--- config.mk ---
export PLATFORM = sky130hd
export DESIGN_NAME = ordered_list_delete_by_key_unit_flat
export DESIGN_NICKNAME = d
export VERILOG_FILES = /design/src/rtl/core/olist_pkg.sv /design/src/rtl/core/olist_req_if.sv /design/src/rtl/core/olist_rsp_if.sv /design/src/rtl/core/ordered_list_delete_by_key_unit.sv /design/src/rtl/core/olist_cell.sv /design/src/flat_wrapper.sv
export SDC_FILE = /design/constraint.sdc
export NUM_CORES = 1
export LEC_CHECK = 0
export ABC_AREA = 0
export BUFFER_PORTS_ARGS = -buffer_cell sky130_fd_sc_hd__buf_2
export CAP_MARGIN = 20
export CORE_UTILIZATION = 44
export DETAILED_ROUTE_END_ITERATION = 7
export SETUP_SLACK_MARGIN = 0.1
export SLEW_MARGIN = 25
export SYNTH_ARGS = -nofsm -noshare
export SYNTH_HDL_FRONTEND = slang
export SYNTH_SLANG_ARGS = --single-unit
--- constraint.sdc ---
create_clock -name clk -period 7.7 [get_ports clk]
set_input_delay 0.77 -clock clk [delete_from_list [all_inputs] [get_ports clk]]
set_output_delay 0.77 -clock clk [all_outputs]
set_load 0.005 [all_outputs]
--- src/rtl/core/olist_pkg.sv ---
// Shared types and constants of the ordered key list.
// Depends on nothing; every other file imports it.
package olist_pkg;

	localparam int LIST_DEPTH = 32;
	localparam int KEY_W      = 16;
	localparam int CNT_W      = $clog2(LIST_DEPTH + 1);

	// command codes on the request channel
	localparam logic [1:0] CMD_PUSH   = 2'd0;
	localparam logic [1:0] CMD_REMOVE = 2'd1;
	localparam logic [1:0] CMD_DUMP   = 2'd2;

	// status codes on the response channel
	localparam logic [1:0] ST_OK        = 2'd0;
	localparam logic [1:0] ST_NOT_FOUND = 2'd1;
	localparam logic [1:0] ST_FULL      = 2'd2;
	localparam logic [1:0] ST_EMPTY     = 2'd3;

	typedef logic [KEY_W-1:0] key_t;
	typedef logic [CNT_W-1:0] cnt_t;

	// operation broadcast to every cell
	typedef enum logic [2:0] {
		OP_HOLD,
		OP_PUSH,
		OP_CMP,
		OP_DEL,
		OP_ROT
	} cell_op_t;

	typedef struct packed {
		cell_op_t op;
		key_t     key;
	} cell_ctl_t;

endpackage

--- src/rtl/core/olist_req_if.sv ---
// Request channel: valid/ready handshake with cmd and key payload.
// Depends on olist_pkg.
interface olist_req_if;
	import olist_pkg::*;

	logic       valid;
	logic       ready;
	logic [1:0] cmd;
	key_t       key;

	modport source (output valid, output cmd, output key, input ready);
	modport sink   (input valid, input cmd, input key, output ready);

endinterface

--- src/rtl/core/olist_rsp_if.sv ---
// Response channel: valid/ready handshake with status, value and last.
// Depends on olist_pkg.
interface olist_rsp_if;
	import olist_pkg::*;

	logic       valid;
	logic       ready;
	logic [1:0] status;
	key_t       value;
	logic       last;

	modport source (output valid, output status, output value, output last, input ready);
	modport sink   (input valid, input status, input value, input last, output ready);

endinterface

--- src/rtl/core/ordered_list_delete_by_key_unit.sv ---
// Top level of the ordered key list: control sequencer and the cell chain.
// Depends on olist_pkg, olist_req_if, olist_rsp_if, olist_cell.
//
//  channel | dir | payload                 | beat
//  --------+-----+-------------------------+---------------------------------
//  req     | in  | cmd[1:0], key[15:0]     | one command
//  rsp     | out | status[1:0], value[15:0]| one result, last marks the final
//          |     | last                    | result of a command
//
// Push answers directly; remove first compares in every cell, then a one-step
// shift closes the gap; dump starts, then gives one beat per live key,
// set by the chain rotating one slot per beat; a dump of an empty list
// answers directly.
// Reset clears all occupied flags and the count; keys are not cleared.
// A stalled rsp holds the result register and, through it, the sequencer.
// A new command is taken while the last result still waits, if rsp.ready.
module ordered_list_delete_by_key_unit
	import olist_pkg::*;
(
	input  logic        clk,
	input  logic        arst_n,
	olist_req_if.sink   req,
	olist_rsp_if.source rsp
);

	typedef enum logic [1:0] {
		S_IDLE,
		S_SRCH,
		S_DUMP
	} state_t;

	state_t    state_q;
	cnt_t      cnt_q;      // live entries
	cnt_t      rem_q;      // keys left to emit in a dump
	logic      out_valid_q;
	logic [1:0] status_q;
	key_t      value_q;
	logic      last_q;

	cell_ctl_t ctl;
	logic      out_free;
	logic      req_take;
	logic      res_load;   // result register takes a new beat this cycle

	// chain wiring; index LIST_DEPTH is the tail boundary
	logic [LIST_DEPTH:0]   occ;
	logic [LIST_DEPTH:0]   hit;
	key_t                  keys [LIST_DEPTH+1];

	assign occ[LIST_DEPTH]  = 1'b0;
	assign keys[LIST_DEPTH] = '0;
	assign hit[0]           = 1'b0;

	genvar g;
	generate
		for (g = 0; g < LIST_DEPTH; g++) begin : g_cell
			logic prev_occ;
			if (g == 0) begin : g_head
				assign prev_occ = 1'b1;
			end else begin : g_body
				assign prev_occ = occ[g-1];
			end
			olist_cell u_cell (
				.clk      (clk),
				.arst_n   (arst_n),
				.ctl      (ctl),
				.prev_occ (prev_occ),
				.next_occ (occ[g+1]),
				.next_key (keys[g+1]),
				.head_key (keys[0]),
				.hit_in   (hit[g]),
				.hit_out  (hit[g+1]),
				.occ      (occ[g]),
				.key      (keys[g])
			);
		end
	endgenerate

	assign out_free  = !out_valid_q || rsp.ready;
	assign req.ready = (state_q == S_IDLE) && out_free;
	assign req_take  = req.valid && req.ready;

	assign rsp.valid  = out_valid_q;
	assign rsp.status = status_q;
	assign rsp.value  = value_q;
	assign rsp.last   = last_q;

	// operation broadcast to the chain this cycle
	always_comb begin
		ctl.op   = OP_HOLD;
		ctl.key  = req.key;
		res_load = 1'b0;
		case (state_q)
			S_IDLE: begin
				if (req_take) begin
					if (req.cmd == CMD_PUSH && !occ[LIST_DEPTH-1])
						ctl.op = OP_PUSH;
					else if (req.cmd == CMD_REMOVE)
						ctl.op = OP_CMP;
					// push answers at once, so does a dump of an empty list
					if (req.cmd == CMD_PUSH || (req.cmd == CMD_DUMP && !occ[0]))
						res_load = 1'b1;
				end
			end
			S_SRCH: begin
				if (out_free) begin
					ctl.op   = OP_DEL;
					res_load = 1'b1;
				end
			end
			S_DUMP: begin
				if (out_free) begin
					ctl.op   = OP_ROT;
					res_load = 1'b1;
				end
			end
			default: ;
		endcase
	end

	// sequencer and result register
	always_ff @(posedge clk or negedge arst_n) begin
		if (!arst_n) begin
			state_q     <= S_IDLE;
			cnt_q       <= '0;
			rem_q       <= '0;
			out_valid_q <= 1'b0;
			status_q    <= ST_OK;
			value_q     <= '0;
			last_q      <= 1'b0;
		end else begin
			out_valid_q <= res_load || (out_valid_q && !rsp.ready);
			case (state_q)
				S_IDLE: begin
					if (req_take) begin
						case (req.cmd)
							CMD_PUSH: begin
								value_q     <= '0;
								last_q      <= 1'b1;
								if (occ[LIST_DEPTH-1]) begin
									status_q <= ST_FULL;
								end else begin
									status_q <= ST_OK;
									cnt_q    <= cnt_q + 1'b1;
								end
							end
							CMD_REMOVE: begin
								state_q <= S_SRCH;
							end
							CMD_DUMP: begin
								if (!occ[0]) begin
									status_q    <= ST_EMPTY;
									value_q     <= '0;
									last_q      <= 1'b1;
								end else begin
									rem_q   <= cnt_q;
									state_q <= S_DUMP;
								end
							end
							default: ;  // unused command: no result
						endcase
					end
				end
				S_SRCH: begin
					if (out_free) begin
						value_q     <= '0;
						last_q      <= 1'b1;
						// match anywhere shows at the chain's far end
						if (hit[LIST_DEPTH]) begin
							status_q <= ST_OK;
							cnt_q    <= cnt_q - 1'b1;
						end else begin
							status_q <= ST_NOT_FOUND;
						end
						state_q <= S_IDLE;
					end
				end
				S_DUMP: begin
					if (out_free) begin
						status_q    <= ST_OK;
						value_q     <= keys[0];
						last_q      <= (rem_q == cnt_t'(1));
						rem_q       <= rem_q - 1'b1;
						if (rem_q == cnt_t'(1))
							state_q <= S_IDLE;
					end
				end
				default: state_q <= S_IDLE;
			endcase
		end
	end

endmodule

--- src/rtl/core/olist_cell.sv ---
// One list slot: holds a key and its occupied flag, talks to both neighbors.
// Depends on olist_pkg.
module olist_cell
	import olist_pkg::*;
(
	input  logic      clk,
	input  logic      arst_n,
	input  cell_ctl_t ctl,
	input  logic      prev_occ,  // slot toward the head is occupied
	input  logic      next_occ,  // slot toward the tail is occupied
	input  key_t      next_key,
	input  key_t      head_key,  // key of slot 0, for the dump rotation
	input  logic      hit_in,    // a match sits toward the head
	output logic      hit_out,
	output logic      occ,
	output key_t      key
);

	logic occ_q;
	logic match_q;
	key_t key_q;

	assign occ     = occ_q;
	assign key     = key_q;
	assign hit_out = hit_in | match_q;

	// control flags
	always_ff @(posedge clk or negedge arst_n) begin
		if (!arst_n) begin
			occ_q   <= 1'b0;
			match_q <= 1'b0;
		end else begin
			case (ctl.op)
				OP_PUSH: begin
					if (prev_occ && !occ_q)
						occ_q <= 1'b1;
				end
				OP_CMP: begin
					match_q <= occ_q && (key_q == ctl.key);
				end
				OP_DEL: begin
					if (hit_out)
						occ_q <= next_occ;
					match_q <= 1'b0;
				end
				default: ;
			endcase
		end
	end

	// key storage, no reset
	always_ff @(posedge clk) begin
		case (ctl.op)
			OP_PUSH: begin
				if (prev_occ && !occ_q)
					key_q <= ctl.key;
			end
			OP_DEL: begin
				if (hit_out)
					key_q <= next_key;
			end
			OP_ROT: begin
				if (occ_q)
					key_q <= next_occ ? next_key : head_key;
			end
			default: ;
		endcase
	end

endmodule

--- src/flat_wrapper.sv ---
// flat-port wrapper written by rule: the top's interface ports become plain ports
module ordered_list_delete_by_key_unit_flat import olist_pkg::*;
  (clk, arst_n, req_valid, req_cmd, req_key, req_ready, rsp_valid, rsp_status, rsp_value, rsp_last, rsp_ready);
  olist_req_if req_i ();
  olist_rsp_if rsp_i ();
  input  logic clk;
  input  logic arst_n;
  input wire logic [$bits(req_i.valid)-1:0] req_valid;
  input wire logic [$bits(req_i.cmd)-1:0] req_cmd;
  input wire logic [$bits(req_i.key)-1:0] req_key;
  output wire logic [$bits(req_i.ready)-1:0] req_ready;
  output wire logic [$bits(rsp_i.valid)-1:0] rsp_valid;
  output wire logic [$bits(rsp_i.status)-1:0] rsp_status;
  output wire logic [$bits(rsp_i.value)-1:0] rsp_value;
  output wire logic [$bits(rsp_i.last)-1:0] rsp_last;
  input wire logic [$bits(rsp_i.ready)-1:0] rsp_ready;
  assign req_i.valid = req_valid;
  assign req_i.cmd = req_cmd;
  assign req_i.key = req_key;
  assign req_ready = req_i.ready;
  assign rsp_valid = rsp_i.valid;
  assign rsp_status = rsp_i.status;
  assign rsp_value = rsp_i.value;
  assign rsp_last = rsp_i.last;
  assign rsp_i.ready = rsp_ready;
  ordered_list_delete_by_key_unit u_core (.clk(clk), .arst_n(arst_n), .req(req_i), .rsp(rsp_i));
endmodule
# After elaboration in Yosys (flattened, before gate mapping)

Index checks and enable logic that the tools add are counted.

Input port bits: 22
Logic and storage cells: 802
Output and inout port bits: 21
Flip-flop bits (word level): 610

Multiplexer cells: 333
Equality and inequality tests: 150
Add/subtract/negate cells: 3
Bitwise gates (word level): 31
Reductions and logical operators: 182

Operators with widths:

| kind                                                               | number |
|---|---|
| 16-bit 2-to-1 mux                                                  | 131 |
| 16-bit one-hot mux with 3 select lines                             | 33 |
| 16-bit equality test                                               | 32 |
| 2-bit != test, second input constant                               | 101 |
| 1-bit one-hot mux with 2 select lines                              | 66 |
| 4-bit AND reduction                                                | 31 |
| 3-bit AND reduction                                                | 31 |
| 1-bit 2-to-1 mux                                                   | 71 |
| 1-bit logical AND                                                  | 68 |
| 6-bit 2-to-1 mux                                                   | 9 |
| 1-bit zero test                                                    | 34 |
| 16-bit one-hot mux with 2 select lines                             | 1 |
| 1-bit bitwise OR                                                   | 31 |
| 6-bit one-hot mux with 2 select lines                              | 2 |
| 2-bit 2-to-1 mux                                                   | 11 |
| 6-bit AND reduction                                                | 3 |
| 3-bit != test, second input constant                               | 4 |
| 2-bit one-hot mux with 3 select lines                              | 2 |
| 6-bit by 1-bit subtractor with 6-bit output, second input constant | 2 |
| 5-bit AND reduction                                                | 2 |
| 3-bit 2-to-1 mux                                                   | 3 |
| 3-bit one-hot mux with 3 select lines                              | 1 |
| 2-bit by 1-bit != test with 1-bit output, second input constant    | 4 |
| 2-bit one-hot mux with 2 select lines                              | 2 |
| 14 further kinds                                                   | 24 |

# Longest topological paths before layout

Depth in word-level cells: 34
Depth in mapped cells: 11

# Hierarchy

Synthesis repeated with hierarchy kept, for this count alone.

Cell total of the unflattened synthesis: 3224
Area, all modules: 37388.4 µm²

By module, submodules not included:

| module                          | area an instance (µm²) | instances | cells an instance |
|---|---|---|---|
| olist_cell                      | 1102.3                 | 32        | 94 |
| ordered_list_delete_by_key_unit | 2114.5                 | 1         | 216 |

# Worst setup path before layout

Ideal clock, no wire load.

Kind: input-to-reg
From: in req_cmd[1]
To: reg u_core.g_cell[22].u_cell.key_q[0] (enable)
Arrival time: 3544 ps
Cell stages on the path: 10
Path slack: 3745 ps
Cells stage by stage: inv_1 ha_1 a31oi_1 nor2_1 or3_1 buf_2 buf_2 buf_2 buf_2 o21ai_0

Word-level cells in the longest chain between the ends: 8

Ends and longest elaborated chain:

| element                                                                           | RTL line                                                                     | source |
|---|---|---|
| start, declared                                                                   | flat_wrapper.sv:9                                                            | `input wire logic [$bits(req_i.cmd)-1:0] req_cmd;` |
| 2-bit by 1-bit equality test with 1-bit output or 2-bit zero test (tied branches) | ordered_list_delete_by_key_unit.sv:98, ordered_list_delete_by_key_unit.sv:96 |  |
| 2-bit 2-to-1 mux or 1-bit logical AND (tied branches)                             | ordered_list_delete_by_key_unit.sv:98, ordered_list_delete_by_key_unit.sv:96 |  |
| 3-bit 2-to-1 mux (*)                                                              | ordered_list_delete_by_key_unit.sv:96                                        | `if (req.cmd == CMD_PUSH && !occ[LIST_DEPTH-1])` |
| 3-bit 2-to-1 mux (*)                                                              | ordered_list_delete_by_key_unit.sv:95                                        | `if (req_take) begin` |
| 3-bit one-hot mux with 3 select lines (*)                                         | ordered_list_delete_by_key_unit.sv:93                                        | `case (state_q)` |
| 3-bit equality test, or another cell as far along                                 | olist_cell.sv:53                                                             | `case (ctl.op)` |
| 2-bit != test (no source line) or 3-bit nonzero test (tied branches)              | n/a                                                                          |  |
| 4-bit AND reduction (no source line) (*)                                          | n/a                                                                          |  |
| end signal, assigned                                                              | olist_cell.sv:56                                                             | `key_q <= ctl.key;` |
| end signal, assigned                                                              | olist_cell.sv:60                                                             | `key_q <= next_key;` |
| end signal, assigned                                                              | olist_cell.sv:64                                                             | `key_q <= next_occ ? next_key : head_key;` |
| end, declared                                                                     | olist_cell.sv:21                                                             | `key_t key_q;` |

Mark *: on every way between the ends. The rest lies on a longest branch, timed or not.
A chain may end at the register's enable or synchronous reset.

# Worst setup path in the final report

From: reg u_core.state_q[1]
To: reg u_core.g_cell[4].u_cell.key_q[12], data pin

Word-level cells in the longest chain between the ends: 7

Ends and longest elaborated chain:

| element                                           | RTL line                                                                     | source |
|---|---|---|
| start, declared                                   | ordered_list_delete_by_key_unit.sv:32                                        | `state_t state_q;` |
| start signal, assigned                            | ordered_list_delete_by_key_unit.sv:124                                       | `state_q <= S_IDLE;` |
| start signal, assigned                            | ordered_list_delete_by_key_unit.sv:148                                       | `state_q <= S_SRCH;` |
| start signal, assigned                            | ordered_list_delete_by_key_unit.sv:157                                       | `state_q <= S_DUMP;` |
| 2-bit zero test                                   | ordered_list_delete_by_key_unit.sv:80, ordered_list_delete_by_key_unit.sv:93 |  |
| 1-bit logical AND                                 | ordered_list_delete_by_key_unit.sv:80                                        | `assign req.ready = (state_q == S_IDLE) && out_free;` |
| 1-bit logical AND                                 | ordered_list_delete_by_key_unit.sv:81                                        | `assign req_take = req.valid && req.ready;` |
| 3-bit 2-to-1 mux                                  | ordered_list_delete_by_key_unit.sv:95                                        |  |
| 3-bit one-hot mux with 3 select lines (*)         | ordered_list_delete_by_key_unit.sv:93                                        |  |
| 3-bit equality test, or another cell as far along | olist_cell.sv:53                                                             |  |
| 16-bit one-hot mux with 3 select lines (*)        | olist_cell.sv:53                                                             |  |
| end signal, assigned                              | olist_cell.sv:56                                                             |  |
| end signal, assigned                              | olist_cell.sv:60                                                             |  |
| end signal, assigned                              | olist_cell.sv:64                                                             |  |
| end, declared                                     | olist_cell.sv:21                                                             |  |

Marks and branches as above.

==> impl_results.md <==
* Crit. End Element: flop
* Syn_nets at about 2,900
* Crit path DAT at approximately 5200 ps
* Hold crit path type: input pin to asynchronous set/reset pin
* Worst r2r src: u_core.state_q[1]
* Final Cycle Share at 61.7%
* Power share of the clock group at about a quarter
* Synth top area share at about 46%
* Leakage Power at about 0.012 uW
* RD Place Congestion at around 0.89
* Fmax at between 200 and 250 MHz
* Die Y at roughly 280 um
* Final ANT Viol Nets at 0
* Layout Cells excl Fill at between 3,000 and 4,000
* Final net count at approximately 2,700
* P_sw at about 5000 uW
* Layout area overhead at 9.08%
* Clk pin slew, worst setup/hold paths at around 60 ps
* Synth area leaders: edfxtp_1 (46%), a221o_1 (13%), xnor2_1 (11%)
* Setup crit start: u_core.state_q[1]
* Post-synthesis sequential area ratio at 53.0%
* Largest net degree at the start of global routing at between 50 and 60
* Tmin final at 4750 ps
* Max Cap Violations at 0
* Most frequent cells in the layout: edfxtp_1 (512), a221o_1 (437), xnor2_1 (419)
* Setup bufs post-CTS at 0
* WL/cell at between 30 and 40 um
* Vias in the first global route at 25,200
* Die area at slightly below 80,000 um^2
* Finish-stage setup viols at 0
* Post-synth EDFFs at between 500 and 600
* Vias at 25,900
* CP Max Fanout at 54
* Setup Skew at roughly 29 ps
* Gr ovfl total at 0
* CP top delay family: simple AND/OR/NAND/NOR gates
* CTS Hold Bufs at 0
* CTS Buf Count at between 60 and 70
* DRT Pass-1 Iters at 7
* Crit path kind: flop to flop
* # DRC at 0
* Synth area leader: edfxtp_1
* Cell variety after synth at between 60 and 70
* Worst slew pin tran at roughly 1200 ps
* CP bufs+invs at 3
* CP cell instances: inv_1 -> ha_1 -> a31oi_1 -> nor2_4 -> buf_4 -> or3_2 -> buf_4 -> and3_2 -> a221o_1
* Port bufs at 42
* Unrepaired setup endpoints after global routing: no
* Reg2reg path depth at 9
* Internal power at approximately 8400 uW
* Inserted Diodes at 0
* IO Count at between 40 and 50
* FF+latch count, synth at between 600 and 700
* Core area at 75,100 um^2
* Resized Gates After CTS at 0
* Worst relative slew slack at 23.0%
* Initial antenna violation count at 0
* First-pass GRT wire length at ~170,000 um
* Flop pwr share at between 40 and 50%
* Outcome: complete, no violations
* Die X-Extent at between 200 and 300 um
* Setup crit start kind: flop
* Cells after DPL at 3,610
* H-Tree Depth at 3
* Dpl hpwl at slightly below 70,000 um
* Placed Area at roughly 34,000 um^2
* Cell Area, Synth at ~34,000 um^2
* Maximum vdd drop at roughly 0.18 mV
* Total power draw at about 13,000 uW
* WP data required at a little over 8000 ps
* Layout cell share with drive strength beyond 1 at approximately a tenth
* CTS max path bufs at 3
* Combinational power share at roughly a third
* Clock Sinks at between 600 and 700
* Clock root buffer: clkbuf_16
* Fraction of power spent switching nets at around 37%
* Post-synthesis async set-or-reset flop share at approximately 16%
* Crit Reg-Reg Endpoint: u_core.g_cell[4].u_cell.key[12]
* Most used cell, CP: buf_4
* Drt via density at between 6 and 7
* Syn avg cell area at roughly 12 um^2
* Final Hold Fails at 0
* Site row count at 100
* Critical path depth in cells at 9
* Total Wirelength at about 110,000 um
* Post-route setup TNS at 0 ps
* Final instance area at 36,700 um^2
* Pwr/cell area at between 300 and 400 nW/um^2
* TritonCTS clock tree: yes
* Critical Path Sink: u_core.g_cell[4].u_cell.key[12]
* Clock latency on the worst-skew pair at between 600 and 700 ps
* Syn Inst Count at 2,832
* All-Layer GR Usage at between 20% and 30%
* Initial Util at 44.8%
* Most common cell after layout, fill and taps aside: edfxtp_1
* Starting DRT DRC Count at 3,721
* Post-synth top flop: edfxtp_1
* Slew Viols, Final at 0
* CP max stage delay at 1060 ps
* Warnings, synthesis at 0
* Crit path max-delay cell type: and3_2
* Worst R2R Setup Slack at roughly 3000 ps
==> through the flow <==
| stage | utilization, % | hold WS, ps | setup slack [ps] |
|---|---|---|---|
| detailed placement | 45.9 | 477 | 3070 |
| floorplan | - | 441 | 3750 |
| global route | 48.8 | 248 | 2800 |
| CTS | 48.7 | 224 | 3170 |
| finish | 48.8 | 190 | 2950 |
| global placement | 45.8 | 467 | 2930 |
==> cells by family after synthesis <==
family / share of synthesized area [%]
AO/OA/AOI/OAI: 19.6
flip-flops: 53.0
AND/OR/NAND/NOR: 8.01
XOR/XNOR: 13.3
buffers and inverters: 4.63
multiplexers: 0.912
adder cells (fa/ha/maj): 0.543
==> worst reg2reg max path, delay by kind of cell, from the launching register on <==
kind            cells  cell delay (ps)
compound gates      2              440
flops               1              410
fa+ha+maj           1              510
buf+inv             3             1340
simple gates        3             1930
==> how the worst min path moves through the flow <==
stage / endpoint / cells after the start
after detailed placement: u_core.g_cell[23].u_cell.match_q / 2
after floorplan: u_core.g_cell[30].u_cell.match_q / 2
after global placement: u_core.g_cell[21].u_cell.match_q / 2
after global routing: u_core.rsp.value[8] / 1
after CTS: u_core.rsp.value[6] / 1
final: u_core.rsp.value[10] / 1
==> synth_stat cells, types with 14 or more instances <==
master and instances:
a221o_1 437, dfrtp_1 98, nor2_1 101, xnor2_1 419, edfxtp_1 512, o221ai_1 27
a21o_1 42, nand3_1 73, nand4_1 88, mux2i_1 25, o21ai_0 87, xor2_1 90
and3_1 14, nand2_1 101, buf_1 26, clkbuf_1 196, inv_1 72, a211o_1 27
nor4_1 68, buf_2 85, a21oi_1 43, nor3_1 25
==> flip-flops by register name (all words and copies together) (netlist names) <==
signal	count
u_core.state_q	2
u_core.rsp.last	1
u_core.g_cell.u_cell.occ	32
u_core.rsp.valid	1
u_core.rsp.value	16
u_core.cnt_q	6
u_core.g_cell.u_cell.key	512
u_core.rsp.status	2
u_core.rem_q	6
u_core.g_cell.u_cell.match_q	32
==> power groups by stage <==
stage               clock [uW]  sequential [uW]  combinational (uW)
floorplan                    0             5400                3220
global placement             0             5650                4290
detailed placement           0             5650                4410
CTS                       3200             5590                4430
global route              3310             5680                4840
finish                    3170             5620                4520
==> metal layers <==
layer	GRT usage [%]	vias to the layer above	wire length [um]
li1	-	10900	-
met1	40.3	13100	46900
met2	43.6	1668	50400
met3	7.30	313	12700
met4	11.5	0	4440
met5	0	-	0
==> cell type report <==
| type | count | area [um^2] |
|---|---|---|
| fillers | 6610 | 38400 |
| flip-flops and latches | 610 | 17800 |
| multi-input cells | 1840 | 14400 |
| clock buffers | 92 | 1860 |
| well taps | 969 | 1210 |
| repair buffers | 121 | 846 |
| inverters | 72 | 270 |
| clock inverters | 31 | 238 |
No activity file was read; power rests on OpenSTA's default activity.
